## src/hdl/round_robin_run_queue_core_defines.svh

```systemverilog
// assertion macros used by the run queue sequencer
`ifndef ROUND_ROBIN_RUN_QUEUE_CORE_DEFINES_SVH
`define ROUND_ROBIN_RUN_QUEUE_CORE_DEFINES_SVH

// property that holds at every clock edge out of reset
`define RRQ_ALWAYS(label, clk, rst_n, cond, msg) \
  label: assert property (@(posedge clk) disable iff (!rst_n) (cond)) else $error(msg);

// same-cycle implication
`define RRQ_IMPLIES(label, clk, rst_n, ante, cons, msg) \
  label: assert property (@(posedge clk) disable iff (!rst_n) (ante) |-> (cons)) \
    else $error(msg);

`endif

```

## src/hdl/rrq_pkg.sv

```systemverilog
// types and constants of the round-robin run queue
`timescale 1ns / 1ps
package rrq_pkg;

  localparam int MAX_TASKS_DEF  = 16;
  localparam int SLICE_BITS_DEF = 10;

  localparam int CMD_W      = 3;
  localparam int TID_W      = 4;
  localparam int RELOAD_W   = 10;
  localparam int CNT_OUT_W  = 5;
  localparam int STATUS_W   = 2;

  localparam logic [RELOAD_W-1:0] RELOAD_RST = 10'd10;

  typedef enum logic [CMD_W-1:0] {
    CMD_ADMIT   = 3'd0,
    CMD_ENQUEUE = 3'd1,
    CMD_DEQUEUE = 3'd2,
    CMD_REQUEUE = 3'd3,
    CMD_TICK    = 3'd4,
    CMD_PICK    = 3'd5
  } cmd_t;

  typedef enum logic [STATUS_W-1:0] {
    ST_OK      = 2'd0,
    ST_ALREADY = 2'd1,
    ST_ABSENT  = 2'd2
  } status_t;

  // memory write enables from the sequencer to the store
  typedef struct packed {
    logic next_we;
    logic prev_we;
    logic slice_we;
  } store_we_t;

  // one result beat
  typedef struct packed {
    logic [TID_W-1:0]     head_task;
    logic                 head_valid;
    logic                 resched;
    logic [CNT_OUT_W-1:0] queued_count;
    status_t              status;
  } res_t;

endpackage

```

## src/hdl/rrq_store.sv

```systemverilog
// link and slice memories, one write and one registered read port each
`timescale 1ns / 1ps
module rrq_store
  import rrq_pkg::*;
#(
  parameter int DEPTH      = MAX_TASKS_DEF,
  parameter int SLICE_BITS = SLICE_BITS_DEF
) (
  input  logic                     clk,
  input  logic                     rd_en,
  input  logic [$clog2(DEPTH)-1:0] rd_addr,
  input  store_we_t                we,
  input  logic [$clog2(DEPTH)-1:0] nx_waddr,
  input  logic [$clog2(DEPTH)-1:0] nx_wdata,
  input  logic [$clog2(DEPTH)-1:0] pv_waddr,
  input  logic [$clog2(DEPTH)-1:0] pv_wdata,
  input  logic [$clog2(DEPTH)-1:0] sl_waddr,
  input  logic [SLICE_BITS-1:0]    sl_wdata,
  output logic [$clog2(DEPTH)-1:0] nx_rd,
  output logic [$clog2(DEPTH)-1:0] pv_rd,
  output logic [SLICE_BITS-1:0]    sl_rd
);

  localparam int ADDR_W = $clog2(DEPTH);

  logic [ADDR_W-1:0]     next_mem  [DEPTH];
  logic [ADDR_W-1:0]     prev_mem  [DEPTH];
  logic [SLICE_BITS-1:0] slice_mem [DEPTH];

  always_ff @(posedge clk) begin
    if (we.next_we) begin
      next_mem[nx_waddr] <= nx_wdata;
    end
    if (we.prev_we) begin
      prev_mem[pv_waddr] <= pv_wdata;
    end
    if (we.slice_we) begin
      slice_mem[sl_waddr] <= sl_wdata;
    end
    if (rd_en) begin
      nx_rd <= next_mem[rd_addr];
      pv_rd <= prev_mem[rd_addr];
      sl_rd <= slice_mem[rd_addr];
    end
  end

endmodule

```

## src/hdl/rrq_seq.sv

```systemverilog
// command sequencer: list pointers, membership bits and read-modify-write of the store
`timescale 1ns / 1ps
`include "round_robin_run_queue_core_defines.svh"
module rrq_seq
  import rrq_pkg::*;
#(
  parameter int MAX_TASKS  = MAX_TASKS_DEF,
  parameter int SLICE_BITS = SLICE_BITS_DEF
) (
  input  logic                         clk,
  input  logic                         rst_n,
  input  logic                         in_valid,
  output logic                         in_ready,
  input  logic [CMD_W-1:0]             in_command,
  input  logic [TID_W-1:0]             in_task_id,
  input  logic [SLICE_BITS-1:0]        reload,
  output logic                         res_valid,
  input  logic                         res_ready,
  output res_t                         res,
  output logic                         rd_en,
  output logic [$clog2(MAX_TASKS)-1:0] rd_addr,
  output store_we_t                    we,
  output logic [$clog2(MAX_TASKS)-1:0] nx_waddr,
  output logic [$clog2(MAX_TASKS)-1:0] nx_wdata,
  output logic [$clog2(MAX_TASKS)-1:0] pv_waddr,
  output logic [$clog2(MAX_TASKS)-1:0] pv_wdata,
  output logic [$clog2(MAX_TASKS)-1:0] sl_waddr,
  output logic [SLICE_BITS-1:0]        sl_wdata,
  input  logic [$clog2(MAX_TASKS)-1:0] nx_rd,
  input  logic [$clog2(MAX_TASKS)-1:0] pv_rd,
  input  logic [SLICE_BITS-1:0]        sl_rd
);

  localparam int TASK_W = $clog2(MAX_TASKS);
  localparam int CNT_W  = $clog2(MAX_TASKS + 1);

  typedef enum logic [3:0] {
    S_IDLE = 4'b0001,
    S_EXEC = 4'b0010,
    S_APP  = 4'b0100,
    S_RESP = 4'b1000
  } state_t;

  state_t                state_r, state_nxt;
  cmd_t                  cmd_r, cmd_nxt;
  logic [TASK_W-1:0]     tid_r, tid_nxt;
  logic                  tok_r, tok_nxt;
  logic [TASK_W-1:0]     head_r, head_nxt;
  logic [TASK_W-1:0]     tail_r, tail_nxt;
  logic [CNT_W-1:0]      count_r, count_nxt;
  logic [MAX_TASKS-1:0]  in_q_r, in_q_nxt;
  status_t               status_r, status_nxt;
  logic                  resched_r, resched_nxt;
  logic                  do_unl, do_app;
  logic [SLICE_BITS-1:0] sl_dec;

  assign in_ready  = (state_r == S_IDLE);
  assign res_valid = (state_r == S_RESP);
  assign rd_en     = in_valid && in_ready;
  assign rd_addr   = TASK_W'(in_task_id);
  assign sl_dec    = sl_rd - SLICE_BITS'(1);

  always_comb begin
    res.head_task    = (count_r != '0) ? TID_W'(head_r) : '0;
    res.head_valid   = (count_r != '0);
    res.resched      = resched_r;
    res.queued_count = CNT_OUT_W'(count_r);
    res.status       = status_r;
  end

  always_comb begin
    state_nxt   = state_r;
    cmd_nxt     = cmd_r;
    tid_nxt     = tid_r;
    tok_nxt     = tok_r;
    head_nxt    = head_r;
    tail_nxt    = tail_r;
    count_nxt   = count_r;
    in_q_nxt    = in_q_r;
    status_nxt  = status_r;
    resched_nxt = resched_r;
    do_unl      = 1'b0;
    do_app      = 1'b0;
    we          = '0;
    nx_waddr    = '0;
    nx_wdata    = '0;
    pv_waddr    = '0;
    pv_wdata    = '0;
    sl_waddr    = tid_r;
    sl_wdata    = reload;

    case (state_r)
      S_IDLE: begin
        if (in_valid) begin
          cmd_nxt     = cmd_t'(in_command);
          tid_nxt     = TASK_W'(in_task_id);
          tok_nxt     = (32'(in_task_id) < MAX_TASKS);
          status_nxt  = ST_OK;
          resched_nxt = 1'b0;
          state_nxt   = S_EXEC;
        end
      end
      S_EXEC: begin
        // link and slice read data for tid_r is valid here
        state_nxt = S_RESP;
        if (tok_r) begin
          case (cmd_r)
            CMD_ADMIT: begin
              we.slice_we = 1'b1;
            end
            CMD_ENQUEUE: begin
              if (in_q_r[tid_r]) begin
                status_nxt = ST_ALREADY;
              end else begin
                do_app = 1'b1;
              end
            end
            CMD_DEQUEUE: begin
              if (!in_q_r[tid_r]) begin
                status_nxt = ST_ABSENT;
              end else begin
                do_unl = 1'b1;
              end
            end
            CMD_REQUEUE: begin
              if (!in_q_r[tid_r]) begin
                status_nxt = ST_ABSENT;
              end else if (count_r > CNT_W'(1)) begin
                do_unl    = 1'b1;
                state_nxt = S_APP;
              end
            end
            CMD_TICK: begin
              we.slice_we = 1'b1;
              if (sl_dec == '0) begin
                // slice expired: reload, move to tail when others wait
                if (in_q_r[tid_r] && count_r > CNT_W'(1)) begin
                  do_unl      = 1'b1;
                  resched_nxt = 1'b1;
                  state_nxt   = S_APP;
                end
              end else begin
                sl_wdata = sl_dec;
              end
            end
            default: begin
            end
          endcase
        end
      end
      S_APP: begin
        do_app    = 1'b1;
        state_nxt = S_RESP;
      end
      S_RESP: begin
        if (res_ready) begin
          state_nxt = S_IDLE;
        end
      end
      default: begin
        state_nxt = S_IDLE;
      end
    endcase

    if (do_unl) begin
      if (tid_r == head_r) begin
        head_nxt = nx_rd;
      end else begin
        we.next_we = 1'b1;
        nx_waddr   = pv_rd;
        nx_wdata   = nx_rd;
      end
      if (tid_r == tail_r) begin
        tail_nxt = pv_rd;
      end else begin
        we.prev_we = 1'b1;
        pv_waddr   = nx_rd;
        pv_wdata   = pv_rd;
      end
      in_q_nxt[tid_r] = 1'b0;
      count_nxt       = count_r - CNT_W'(1);
      if (count_r == CNT_W'(1)) begin
        head_nxt = '0;
        tail_nxt = '0;
      end
    end

    if (do_app) begin
      if (count_r == '0) begin
        head_nxt = tid_r;
      end else begin
        we.next_we = 1'b1;
        nx_waddr   = tail_r;
        nx_wdata   = tid_r;
        we.prev_we = 1'b1;
        pv_waddr   = tid_r;
        pv_wdata   = tail_r;
      end
      tail_nxt        = tid_r;
      in_q_nxt[tid_r] = 1'b1;
      count_nxt       = count_r + CNT_W'(1);
    end
  end

  always_ff @(posedge clk) begin
    if (!rst_n) begin
      state_r   <= S_IDLE;
      head_r    <= '0;
      tail_r    <= '0;
      count_r   <= '0;
      in_q_r    <= '0;
      status_r  <= ST_OK;
      resched_r <= 1'b0;
    end else begin
      state_r   <= state_nxt;
      head_r    <= head_nxt;
      tail_r    <= tail_nxt;
      count_r   <= count_nxt;
      in_q_r    <= in_q_nxt;
      status_r  <= status_nxt;
      resched_r <= resched_nxt;
    end
  end

  always_ff @(posedge clk) begin
    cmd_r <= cmd_nxt;
    tid_r <= tid_nxt;
    tok_r <= tok_nxt;
  end

  `RRQ_ALWAYS(a_count_matches_members, clk, rst_n, $countones(in_q_r) == int'(count_r), "task count differs from membership bits")
  `RRQ_IMPLIES(a_ends_are_members, clk, rst_n, count_r != '0, in_q_r[head_r] && in_q_r[tail_r], "head or tail task not queued")
  `RRQ_IMPLIES(a_single_task_ends, clk, rst_n, count_r == CNT_W'(1), head_r == tail_r, "lone task but head and tail differ")
  `RRQ_IMPLIES(a_empty_ptrs_clear, clk, rst_n, count_r == '0, head_r == '0 && tail_r == '0, "empty queue with stale pointers")

endmodule

```

## src/hdl/round_robin_run_queue_core.sv

```systemverilog
// top level of the round-robin run queue with per-task time slice
//
//  channel | direction | handshake         | beat contents
//  in      | in        | in_valid/in_ready | command, task id
//  out     | out       | out_valid/out_ready | head task, head valid, resched, count, status
//  cfg     | in        | cfg_we            | slice reload value
//
// an item is taken only while the sequencer is idle; a requeue or an expiring tick that
// moves a task to the tail adds an append step, every other command goes straight to respond
// the extra step is set by the registered link memory read and the single write port per link
// memory, so unlink and append go in separate cycles
// a result waiting in the output register holds the sequencer in its respond step
// reset clears membership bits and pointers at once; the memories need no clearing pass
`timescale 1ns / 1ps
module round_robin_run_queue_core
  import rrq_pkg::*;
#(
  parameter int MAX_TASKS  = MAX_TASKS_DEF,
  parameter int SLICE_BITS = SLICE_BITS_DEF
) (
  input  logic                 clk,
  input  logic                 rst_n,
  input  logic                 in_valid,
  output logic                 in_ready,
  input  logic [CMD_W-1:0]     in_command,
  input  logic [TID_W-1:0]     in_task_id,
  output logic                 out_valid,
  input  logic                 out_ready,
  output logic [TID_W-1:0]     out_head_task,
  output logic                 out_head_valid,
  output logic                 out_resched,
  output logic [CNT_OUT_W-1:0] out_queued_count,
  output logic [STATUS_W-1:0]  out_status,
  input  logic                 cfg_we,
  input  logic [RELOAD_W-1:0]  cfg_slice_reload
);

  localparam int TASK_W = $clog2(MAX_TASKS);

  logic [RELOAD_W-1:0]   reload_r;
  logic                  out_valid_r;
  res_t                  res_r;
  logic                  res_valid;
  logic                  res_ready;
  res_t                  res;
  logic [SLICE_BITS-1:0] reload;
  logic                  rd_en;
  logic [TASK_W-1:0]     rd_addr;
  store_we_t             we;
  logic [TASK_W-1:0]     nx_waddr, nx_wdata, pv_waddr, pv_wdata, sl_waddr;
  logic [SLICE_BITS-1:0] sl_wdata;
  logic [TASK_W-1:0]     nx_rd, pv_rd;
  logic [SLICE_BITS-1:0] sl_rd;

  assign reload    = SLICE_BITS'(reload_r);
  assign res_ready = !out_valid_r || out_ready;

  always_ff @(posedge clk) begin
    if (!rst_n) begin
      reload_r <= RELOAD_RST;
    end else if (cfg_we) begin
      reload_r <= cfg_slice_reload;
    end
  end

  // output register parts the result beat from the sequencer
  always_ff @(posedge clk) begin
    if (!rst_n) begin
      out_valid_r <= 1'b0;
    end else if (res_valid && res_ready) begin
      out_valid_r <= 1'b1;
    end else if (out_ready) begin
      out_valid_r <= 1'b0;
    end
  end

  always_ff @(posedge clk) begin
    if (res_valid && res_ready) begin
      res_r <= res;
    end
  end

  assign out_valid        = out_valid_r;
  assign out_head_task    = res_r.head_task;
  assign out_head_valid   = res_r.head_valid;
  assign out_resched      = res_r.resched;
  assign out_queued_count = res_r.queued_count;
  assign out_status       = res_r.status;

  rrq_seq #(
    .MAX_TASKS  (MAX_TASKS),
    .SLICE_BITS (SLICE_BITS)
  ) u_seq (
    .clk        (clk),
    .rst_n      (rst_n),
    .in_valid   (in_valid),
    .in_ready   (in_ready),
    .in_command (in_command),
    .in_task_id (in_task_id),
    .reload     (reload),
    .res_valid  (res_valid),
    .res_ready  (res_ready),
    .res        (res),
    .rd_en      (rd_en),
    .rd_addr    (rd_addr),
    .we         (we),
    .nx_waddr   (nx_waddr),
    .nx_wdata   (nx_wdata),
    .pv_waddr   (pv_waddr),
    .pv_wdata   (pv_wdata),
    .sl_waddr   (sl_waddr),
    .sl_wdata   (sl_wdata),
    .nx_rd      (nx_rd),
    .pv_rd      (pv_rd),
    .sl_rd      (sl_rd)
  );

  rrq_store #(
    .DEPTH      (MAX_TASKS),
    .SLICE_BITS (SLICE_BITS)
  ) u_store (
    .clk      (clk),
    .rd_en    (rd_en),
    .rd_addr  (rd_addr),
    .we       (we),
    .nx_waddr (nx_waddr),
    .nx_wdata (nx_wdata),
    .pv_waddr (pv_waddr),
    .pv_wdata (pv_wdata),
    .sl_waddr (sl_waddr),
    .sl_wdata (sl_wdata),
    .nx_rd    (nx_rd),
    .pv_rd    (pv_rd),
    .sl_rd    (sl_rd)
  );

endmodule

```

## config.mk

```make
export PLATFORM = sky130hd
export DESIGN_NAME = round_robin_run_queue_core
export DESIGN_NICKNAME = d
export VERILOG_FILES = /design/src/hdl/rrq_pkg.sv /design/src/hdl/rrq_store.sv /design/src/hdl/rrq_seq.sv /design/src/hdl/round_robin_run_queue_core.sv
export VERILOG_INCLUDE_DIRS = /design/src /design/src/hdl
export SDC_FILE = /design/constraint.sdc
export NUM_CORES = 1
export LEC_CHECK = 0
export BUFFER_PORTS_ARGS = -buffer_cell sky130_fd_sc_hd__buf_2
export CAP_MARGIN = 15
export CELL_PAD_IN_SITES_DETAIL_PLACEMENT = 0
export CELL_PAD_IN_SITES_GLOBAL_PLACEMENT = 1
export CORE_ASPECT_RATIO = 0.75
export CORE_UTILIZATION = 54
export CTS_BUF_LIST = sky130_fd_sc_hd__clkbuf_16
export DETAILED_ROUTE_END_ITERATION = 12
export GPL_ROUTABILITY_DRIVEN = 0
export HOLD_SLACK_MARGIN = 0.08
export PLACE_DENSITY_LB_ADDON = 0.3
export SYNTH_ARGS = -nofsm -noshare
export SYNTH_HDL_FRONTEND = slang
export SYNTH_SLANG_ARGS = --single-unit
```

## constraint.sdc

```tcl
create_clock -name clk -period 3.98 [get_ports clk]
set_clock_uncertainty 0.05 [all_clocks]
set_input_delay 0.398 -clock clk [delete_from_list [all_inputs] [get_ports clk]]
set_output_delay 0.398 -clock clk [all_outputs]
set_load 0.01 [all_outputs]
```

; ---- Word-level counts from Yosys, hierarchy flattened
; Memory sizes are Yosys's and may differ from the RTL's. A register that Yosys moved wholly into a read port is not among the register bits.
; Cells that the tools add are included.
[totals]
regBits = 67
ramBits = 288
output_inout_bits = 15
n_memories = 3
[mem_list]
columns = memory, words, width, read_ports, rd_ports_with_merged_regs, write_ports, line_no
row1 = u_store.slice_mem, 16, 10, 1, 1, 1, rrq_store.sv:28  ; logic [SLICE_BITS-1:0] slice_mem [DEPTH];
row2 = u_store.next_mem, 16, 4, 1, 1, 1, rrq_store.sv:26  ; logic [ADDR_W-1:0] next_mem [DEPTH];
row3 = u_store.prev_mem, 16, 4, 1, 1, 1, rrq_store.sv:27  ; logic [ADDR_W-1:0] prev_mem [DEPTH];
[classes]
addsub = 3
order_cmp = 3
n_eq_ne = 19
mux = 79
n_bitwise = 3
reduce_logical = 21
[op_table]
columns = op, n
row1 = 4-bit two-way mux, 31
row2 = 16-bit two-way mux, 2
row3 = 10-bit two-way mux, 3
row4 = 1-bit two-way mux, 26
row5 = 16-bit AND, 1
row6 = 16-bit inverter, 1
row7 = 16-bit OR, 1
row8 = 4-bit case mux with 4 select lines, 1
row9 = 2-bit two-way mux, 6
row10 = 10-bit zero test, 1
row11 = 5-bit two-way mux, 2
row12 = 5-bit AND reduction, 2
row13 = "10-bit by 1-bit subtractor with 10-bit output, second input constant", 1
row14 = 4-bit == test, 2
row15 = "2-bit by 1-bit != test with 1-bit output, second input constant", 4
row16 = 2-bit case mux with 2 select lines, 2
row17 = 4-bit case mux with 2 select lines, 1
row18 = "3-bit by 2-bit == test with 1-bit output, second input constant", 2
row19 = "3-bit != test, second input constant", 2
row20 = 2-bit AND reduction, 3
row21 = 2-bit nonzero test, 3
row22 = "5-bit by 1-bit adder with 5-bit output, second input constant", 1
row23 = "5-bit by 1-bit == test with 1-bit output, second input constant", 1
row24 = "5-bit by 1-bit greater-than comparator with 1-bit output, second input constant", 1
row25 = 23 further kinds, 28

; ---- Longest topological paths before layout
; Gate-level depths: netlist of run 1.
[depth]
ltp_word = 12
ltp_mapped = 11
mapped_depth_nobuf = 9

; ---- Modules after synthesis
; A second synthesis of run 1 with hierarchy kept.
[unflattened]
hier_cells = 937
area_unflattened_um2 = 15458.6
[by_module_without_submodules]
columns = mod, instances, cells_per_inst, area_per_inst_um2, seq_area_each_um2
row1 = rrq_store, 1, 528, 11722.5, 9188.8
row2 = rrq_seq, 1, 359, 2929.1, 930.9
row3 = round_robin_run_queue_core, 1, 50, 807.0, 610.6

; ---- Least setup slack after synthesis of run 1
; Ideal clock, no wire load.
[synth_path]
path_kind = reg-to-reg
start = register u_seq.tid_r[0], in the netlist u_seq.sl_waddr[0]
end = memory u_store.next_mem[4][0] (netlist bit), enable pin
setup_time_ns = 0.373
arrival_ns = 2.522
required_ns = 3.557
slack_ns = 1.035
stages_incl_launch_ff = 10
n_path_buf = 2
period_less_slack_ns = 2.945
path_cell_list = edfxtp_1 -> buf_4 -> mux4_2 -> mux2i_1 -> or3_1 -> o21a_1 -> buf_6 -> a211oi_4 -> nand3b_2 -> o31ai_1
[synth_between]
elab_chain_len = 12
elab_cells_between_ends = 23
classes_between = eq/ne (1) / mux (21) / reduce/logical (1)
[synth_lines]
columns = element, line_no
row1 = from (decl), rrq_seq.sv:46  ; logic [TASK_W-1:0] tid_r, tid_nxt;
row2 = from (signal assigned), rrq_seq.sv:227  ; tid_r <= tid_nxt;
row3 = 1-bit binary-select mux with 4-bit select, -
row4 = 1-bit two-way mux (implied by the code), -
row5 = 1-bit logical AND, rrq_seq.sv:137  ; if (in_q_r[tid_r] && count_r > CNT_W'(1)) begin
row6 = 1-bit two-way mux, rrq_seq.sv:137
row7 = 1-bit two-way mux, rrq_seq.sv:135  ; if (sl_dec == '0) begin
row8 = 1-bit case mux with 3 select lines, rrq_seq.sv:107  ; case (cmd_r)
row9 = 1-bit two-way mux, rrq_seq.sv:92  ; case (state_r)
row10 = 2-bit two-way mux, rrq_seq.sv:165  ; if (do_unl) begin
row11 = 2-bit two-way mux, rrq_seq.sv:189  ; if (count_r == '0) begin
row12 = 2-bit two-way mux, rrq_seq.sv:188  ; if (do_app) begin
row13 = 1-bit two-way mux, rrq_store.sv:31  ; if (we.next_we) begin
row14 = 1-bit two-way mux (implied by the code), rrq_store.sv:32  ; next_mem[nx_waddr] <= nx_wdata;
row15 = to (decl), rrq_store.sv:26
; Parallel ways exist; a longest one is shown, timed or not. The select of a mux whose other input is x is not followed.

; ---- Final worst setup path of run 1
[layout_path]
start = register u_store.sl_rd[0], read port of u_store.slice_mem
end = memory u_store.prev_mem[13][2] (netlist bit), enable pin
[layout_between]
elab_chain_len = 10
elab_cells_between_ends = 13
classes_between = add/sub (1) / mux (11) / reduce/logical (1)
[layout_lines]
columns = element, line_no
row1 = from (decl), rrq_store.sv:21  ; output logic [SLICE_BITS-1:0] sl_rd
row2 = 10-bit by 1-bit subtractor with 10-bit output *, rrq_seq.sv:61  ; assign sl_dec = sl_rd - SLICE_BITS'(1);
row3 = 10-bit zero test *, rrq_seq.sv:135
row4 = 1-bit two-way mux *, rrq_seq.sv:135
row5 = 1-bit case mux with 3 select lines *, rrq_seq.sv:107
row6 = 1-bit two-way mux *, rrq_seq.sv:92
row7 = 2-bit two-way mux, rrq_seq.sv:165
row8 = 2-bit two-way mux, rrq_seq.sv:189
row9 = 2-bit two-way mux, rrq_seq.sv:188
row10 = 1-bit two-way mux, rrq_store.sv:34  ; if (we.prev_we) begin
row11 = 1-bit two-way mux (implied by the code), rrq_store.sv:35  ; prev_mem[pv_waddr] <= pv_wdata;
row12 = to (decl), rrq_store.sv:27
; Mark *: on every way between the ends. The rest lies on a longest branch, timed or not.

==> results of run 1 <==
==> layout by cell type (no fill, tap or decap), types with 8 or more instances in the layout <==
master         count
o211ai_1          11
nor2b_1           21
a21oi_1           12
mux2i_1           22
o31ai_1            8
clkbuf_16         39
xor2_1             8
nor2_1            50
edfxtp_1         326
o21ai_0           35
dfxtp_1           47
nand2_1           66
dlygate4sd3_1     11
inv_1             23
o22ai_1           12
buf_4             40
xnor2_1            8
nand3_1           36
mux4_2            92
buf_2             35
nor3_1            11
a31oi_1           11
a22o_1            10
nand2b_1          15
==> registers in the layout, summed over array words and instances, names as in the netlist, 5 cells and up <==
name / flops
u_store.slice_mem: 160
u_store.prev_mem: 64
u_store.sl_rd: 10
reload: 10
u_seq.count_r: 5
out_queued_count: 5
u_store.next_mem: 64
u_seq.in_q_r: 16
==> final cells by class <==
type                       count  area share (%)
inverter                      12           0.253
clock buffer                  39            5.48
tap                          385            2.71
clock inverter                26            1.48
sequential                   373            60.3
multi-input combinational    513            26.1
timing repair buffer          89            3.67
==> routing by layer <==
metal / vias to the layer above / wire (um) / part of all wire [%] / track usage (%)
met5: - / 0 / 0 / 0
met4: 0 / 447 / 1.3 / 5.12
met3: 35 / 2670 / 7.8 / 4.37
met2: 368 / 14100 / 42 / 31.7
li1: 3929 / - / - / -
met1: 4512 / 16800 / 49 / 40.6
==> timing repair <==
item / CTS / global route
hold endpoints to repair: 11 / 0
hold buffers: 11 / 0
setup endpoints to repair: 0 / 0
buffers inserted: 0 / 0
==> where the power goes <==
part           leakage, uW  switching (uW)  internal (uW)
Combinational      0.00180             268            187
Sequential         0.00309            58.2           4280
Clock             0.000648            1400           2150
==> cells by family (layout without fill, tap and decap cells) <==
kind of cell	count (synthesis)	in the layout	synth area share [%]
compound gates	133	133	5.79
xor+xnor	16	16	0.895
fa+ha+maj	5	5	0.400
buf+inv	71	166	1.84
flops	373	373	68.5
mux	115	115	14.7
simple gates	244	244	7.82
==> final timing paths <==
path                             from                       to  slack, ns
setup reg to reg     u_store.sl_rd[0]  u_store.prev_mem[13][2]       0.25
hold / removal    cfg_slice_reload[9]                reload[9]       0.09
hold reg to reg     u_seq.status_r[0]            out_status[0]       0.38
setup / recovery     u_store.sl_rd[0]  u_store.prev_mem[13][2]       0.25
==> per-stage QoR <==
step / setup WS (ns) / cells / utilization [%] / total power (uW) / hold WS (ns)
6_report: 0.250 / 1437 / 63.0 / 8350 / 0.0911
5_1_grt: 0.0311 / 1437 / 63.0 / 8600 / 0.120
4_1_cts: 0.333 / 1436 / 62.9 / 8390 / 0.0812
3_5_place_dp: 0.352 / 1360 / 58.1 / 4860 / 0.372
3_3_place_gp: 0.373 / 1360 / 58.1 / 4850 / 0.362
2_1_floorplan: 1.04 / 957 / - / 4700 / 0.358
==> critical path: cells and delay by family (launching register included) <==
family	cells	cell delay, ns
compound gates	5	1.91
simple gates	2	0.57
flops	1	0.46
fa+ha+maj	1	0.26
buf+inv	1	0.09
==> summary.md, run 1 <==
| Metric | Value |
|---|---|
| Status | finished clean |
| CTS tree | done |
| Worst Hold Depth | 3 |
| Peak supply drop | approximately 280 uV |
| Main flop type after synthesis | edfxtp_1 |
| Worst r2r path cells | 9 |
| Top post-synthesis cells by count | edfxtp_1 (326), mux4_2 (92), nand2_1 (66) |
| Syn avg cell area | between 15 and 20 um^2 |
| Warnings, synthesis | 0 |
| Kind of critical path | reg2reg |
| First-pass GRT wire length | 51.9 mm |
| PD cells | 469 nW/um^2 |
| Routed wire per std cell | roughly 24 um |
| Final Instance Area | about 18000 um^2 |
| Largest net degree at the start of global routing | 61 |
| Mapped Area | 15700 um^2 |
| DRC | 0 |
| Post-synthesis instance total | about 960 |
| Largest stage delay, worst path | 0.73 ns |
| # fillers | ~2.0k |
| Sequential area share after synthesis | just under 70% |
| I/O pin count | 37 |
| Hold/Removal Path Class | in2reg |
| Worst Setup End Kind | register |
| Slew HR | about 31% |
| Layout cells sized above 1 | about 22% |
| Cell variety after synth | 57 |
| Num rows | 53 |
| Crit path arrival time | 3.83 ns |
| CP Max Fanout | 8 |
| Data required, critical path | between 4 and 5 ns |
| CP Cell Sequence | inv_1, ha_1, and2_1, a21oi_1, o21ai_0, nand4_2, a211oi_1, o22ai_1, a21oi_1 |
| Syn nets | ~980 |
| Area contributors post-synth | edfxtp_1 (63%), mux4_2 (13%), dfxtp_1 (6.0%), nand2_1 (1.6%), mux2i_1 (1.4%) |
| H-tree depth | 2 |
| Initial Util | about 55% |
| Routed Antenna Nets | 0 |
| Via/cell ratio | approximately 6 |
| CP startpoint kind | register |
| #FFs+latches synth | roughly 370 |
| Clock sink count | around 370 |
| Clock slew at reported path FFs | 0.06 ns |
| Area growth syn-to-layout | 13.7% |
| Most used cell, CP | a21oi_1 |
| Cell taking the most area after synthesis | edfxtp_1 |
| IO buf count | 36 |
| RSZ-0062 raised after global routing | no |
| GRT Resource Usage Total | 23.9% |
| Final worst path period share | about 94% |
| Fin. max-slew vios | 0 |
| Placed cell area | roughly 16000 um^2 |
| PostCTS Resize Cnt | 0 |
| CP max stage cell | a211oi_1 |
| Final nets | 1053 |
| Routed vias | between 8k and 9k |
| Slew @ Worst Pin | 1.03 ns |
| Ant diodes | 0 |
| EDFF count, synth | 326 |
| Die Wd | approximately 200 um |
| Final setup fails | 0 |
| Setup TNS | 0 ns |
| Final Hold Viols | 0 |
| Leakage | approximately 0.0055 uW |
| Max Cap Violations | 0 |
| Peak Freq | 0.268 GHz |
| Number of global-route vias before repair | ~8.4k |
| First-pass DRT Iterations | 5 |
| Core Region | 28200 um^2 |
| Seq. cell area | 10700 um^2 |
| DRT Wirelength | between 30 and 40 mm |
| Clock Latency Late Sink | between 0.5 and 0.6 ns |
| Asr flop ratio synth | 0% |
| Root Driver | clkbuf_16 |
| Clock tree buffer depth | 3 |
| Leading cell type by number of instances after synthesis | edfxtp_1 |
| Initial DRC Count | about 950 |
| Die height | 149 um |
| Crit path time final | between 3 and 4 ns |
| CTS buffer count | 37 |
| Remaining global-route overflow | 0 |
| Area of the multi-input gates | roughly 4600 um^2 |
| Detailed placement HPWL | between 20 and 25 mm |
| Initial antenna violation count | 0 |
| Synth top area share | between 60% and 70% |
| Die ar. | between 20000 and 30000 um^2 |
No activity file was read; power rests on OpenSTA's default activity.
==> inputs of run 2 (changes only) <==
CORE_UTILIZATION = 58   (was 54)
clock period = 4.7 ns   (was 3.98 ns; I/O delays follow)
==> run 2 against run 1 <==
Sequential share of layout area up 1.3 points. Highest routed layer unchanged. Critical endpoint is now u_store.next_mem[4][1]. Sequential power down 15%. Count of clock-buffer cells in the layout down 2. Critical path depth down 2.
==> summary.md, run 2 (same netlist as run 1, synthesis figures left out) <==
| Metric | Value |
|---|---|
| Status | finished clean |
| Initial DRC Count | 911 (-4.5%) |
| Layout cells sized above 1 | 20.7% (-1.4 points) |
| Hold/Removal Path Class | in2reg |
| Max FFs per register | 160 (unchanged) |
| DRC | 0 (unchanged) |
| Crit path arrival time | 3.93 ns (+0.10 ns) |
| Initial Util | 59.7% (+4.3 points) |
| Final setup fails | 0 (unchanged) |
| Die height | 144 um (-3.5%) |
| First-pass GRT wire length | 51.7 mm (-0.50%) |
| GRT Resource Usage Total | 25.7% (+1.7 points) |
| Num rows | 51 (-3.8%) |
| Die Wd | 192 um (-3.5%) |
| Biggest register | u_store.slice_mem |
| Placed cell area | 16200 um^2 (-1.5%) |
| Worst Setup End Kind | register |
| Detailed placement HPWL | 22.4 mm (+0.88%) |
| Clock tree buffer depth | 3 (unchanged) |
| Core Region | 26200 um^2 (-7.2%) |
| Final worst path period share | 81.9% (-12 points) |
| RSZ-0062 raised after global routing | no |
| Commonest non-fill, non-tap cell in the layout | edfxtp_1 |
| Via/cell ratio | 6.46 (+5.0%) |
| Setup TNS | 0 ns (unchanged) |
| Kind of critical path | reg2reg |
| Final Hold Viols | 0 (unchanged) |
| Minimum hold slack | 0.0968 ns (+0.00569 ns) |
| Top flop regs | u_store.slice_mem: 160 flops, u_store.next_mem: 64 flops, u_store.prev_mem: 64 flops |
| Clock sink count | 373 (unchanged) |
| Slew HR | 25.0% (-6.2 points) |
| First-pass DRT Iterations | 6 (+1) |
| CTS tree | done |
| Slew @ Worst Pin | 1.12 ns (+0.0922 ns) |
| Fin. max-slew vios | 0 (unchanged) |
| Data required, critical path | 4.78 ns (+0.70 ns) |
| Routed Antenna Nets | 0 (unchanged) |
| Remaining global-route overflow | 0 (unchanged) |
| H-tree depth | 2 (unchanged) |
| I/O pin count | 37 (unchanged) |
| Largest net degree at the start of global routing | 61 (unchanged) |
| CP startpoint kind | register |
| Routed wire per std cell | 25.3 um (+6.8%) |
| Peak Freq | 0.260 GHz (-3.2%) |
| CP Max Fanout | 20 (+12) |
| Routed vias | 8779 (-0.73%) |
| IO buf count | 36 (unchanged) |
| Clock Latency Late Sink | 0.51 ns (-0.02 ns) |
| Postcts setup bufs | 0 (unchanged) |
| Initial antenna violation count | 0 (unchanged) |
| CTS buffer count | 36 (-2.7%) |
| PostCTS Resize Cnt | 0 (unchanged) |
| Final Instance Area | 17400 um^2 (-2.2%) |
| DRT Wirelength | 34.4 mm (+1.0%) |
| Max Cap Violations | 0 (unchanged) |
| Most frequent cells in the layout | edfxtp_1 (326), mux4_2 (92), nand2_1 (66), nor2_1 (50), dfxtp_1 (47) |
| Die ar. | 27700 um^2 (-6.8%) |
| Root Driver | clkbuf_16 |
| Final nets | 1016 (-3.5%) |
| # fillers | 1748 (-13%) |
| Area growth syn-to-layout | 11.2% |
| Ant diodes | 0 (unchanged) |
| Crit path time final | 3.85 ns (+0.122 ns) |
| Clock slew at reported path FFs | 0.06 ns (about the same) |
| Peak supply drop | 289 uV (+3.4%) |
| Leakage | 0.00532 uW (-3.8%) |
| Number of global-route vias before repair | 8312 (-0.65%) |
| PD cells | 404 nW/um^2 (-14%) |
run 2: cell count changes in the layout (fill, tap and decap cells not counted):
cell / previous run / this run
clkbuf_16: 39 / 37
inv_6: 1 / 0
bufinv_16: 6 / 7
dlygate4sd3_1: 11 / 1
buf_4: 40 / 15
clkinvlp_4: 0 / 1
inv_2: 0 / 1
clkinv_2: 3 / 7
inv_1: 23 / 18
buf_16: 1 / 0
run 2: what timing repair did:
item,4_1_cts,5_1_grt
hold buffers,0,1
endpoints found under the setup margin,0,0
endpoints found under the hold margin,0,1
run 2: stage by stage:
stage / power, uW / setup slack (ns) / std cells / util (%)
after global routing: 7220 / 0.654 / 1359 / 66.4
after detailed placement: 4100 / 0.883 / 1294 / 61.7
after floorplan: 3980 / 1.76 / 957 / -
after global placement: 4100 / 1.12 / 1294 / 61.7
final: 7040 / 0.848 / 1359 / 66.4
after CTS: 7060 / 0.831 / 1358 / 66.4
run 2: area by class of cell:
class,count,area (um^2),area share [%]
Tap cell,344,430,2.47
Clock inverter,27,298,1.71
Sequential cell,373,10700,61.6
Clock buffer,37,926,5.32
Multi-Input combinational cell,513,4650,26.7
Timing Repair Buffer,53,338,1.94
Inverter,12,45.0,0.259
run 2: worst max-delay path: stages, from the launching register on:
cell      delay, ns
edfxtp_1       0.89
mux4_2         0.36
mux2i_1        0.12
or3_1          0.38
o21a_1         0.26
a211oi_4       0.57
nand3b_2       0.17
o31ai_1        0.67
run 2: worst paths after layout:
| kind | start | to | slack [ns] | cells after the start |
|---|---|---|---|---|
| worst min register to register | u_seq.resched_r | out_resched | 0.39 | 0 |
| worst max register to register | u_seq.sl_waddr[0] | u_store.next_mem[4][1] | 0.85 | 7 |
| worst max-delay path | u_seq.sl_waddr[0] | u_store.next_mem[4][1] | 0.85 | 7 |
| worst min-delay path | in_command[0] | u_seq.cmd_r[0] | 0.1 | 1 |
run 2: routing by layer:
metal	share of wire, %	GRT usage [%]
met1	46	41.7
met2	43	35.9
met3	9.4	5.10
met4	1.3	5.01
met5	0	0
run 2: report_power, final:
group	internal [uW]	switching [uW]
Combinational	139	210
Clock	1810	1190
Sequential	3630	59.6
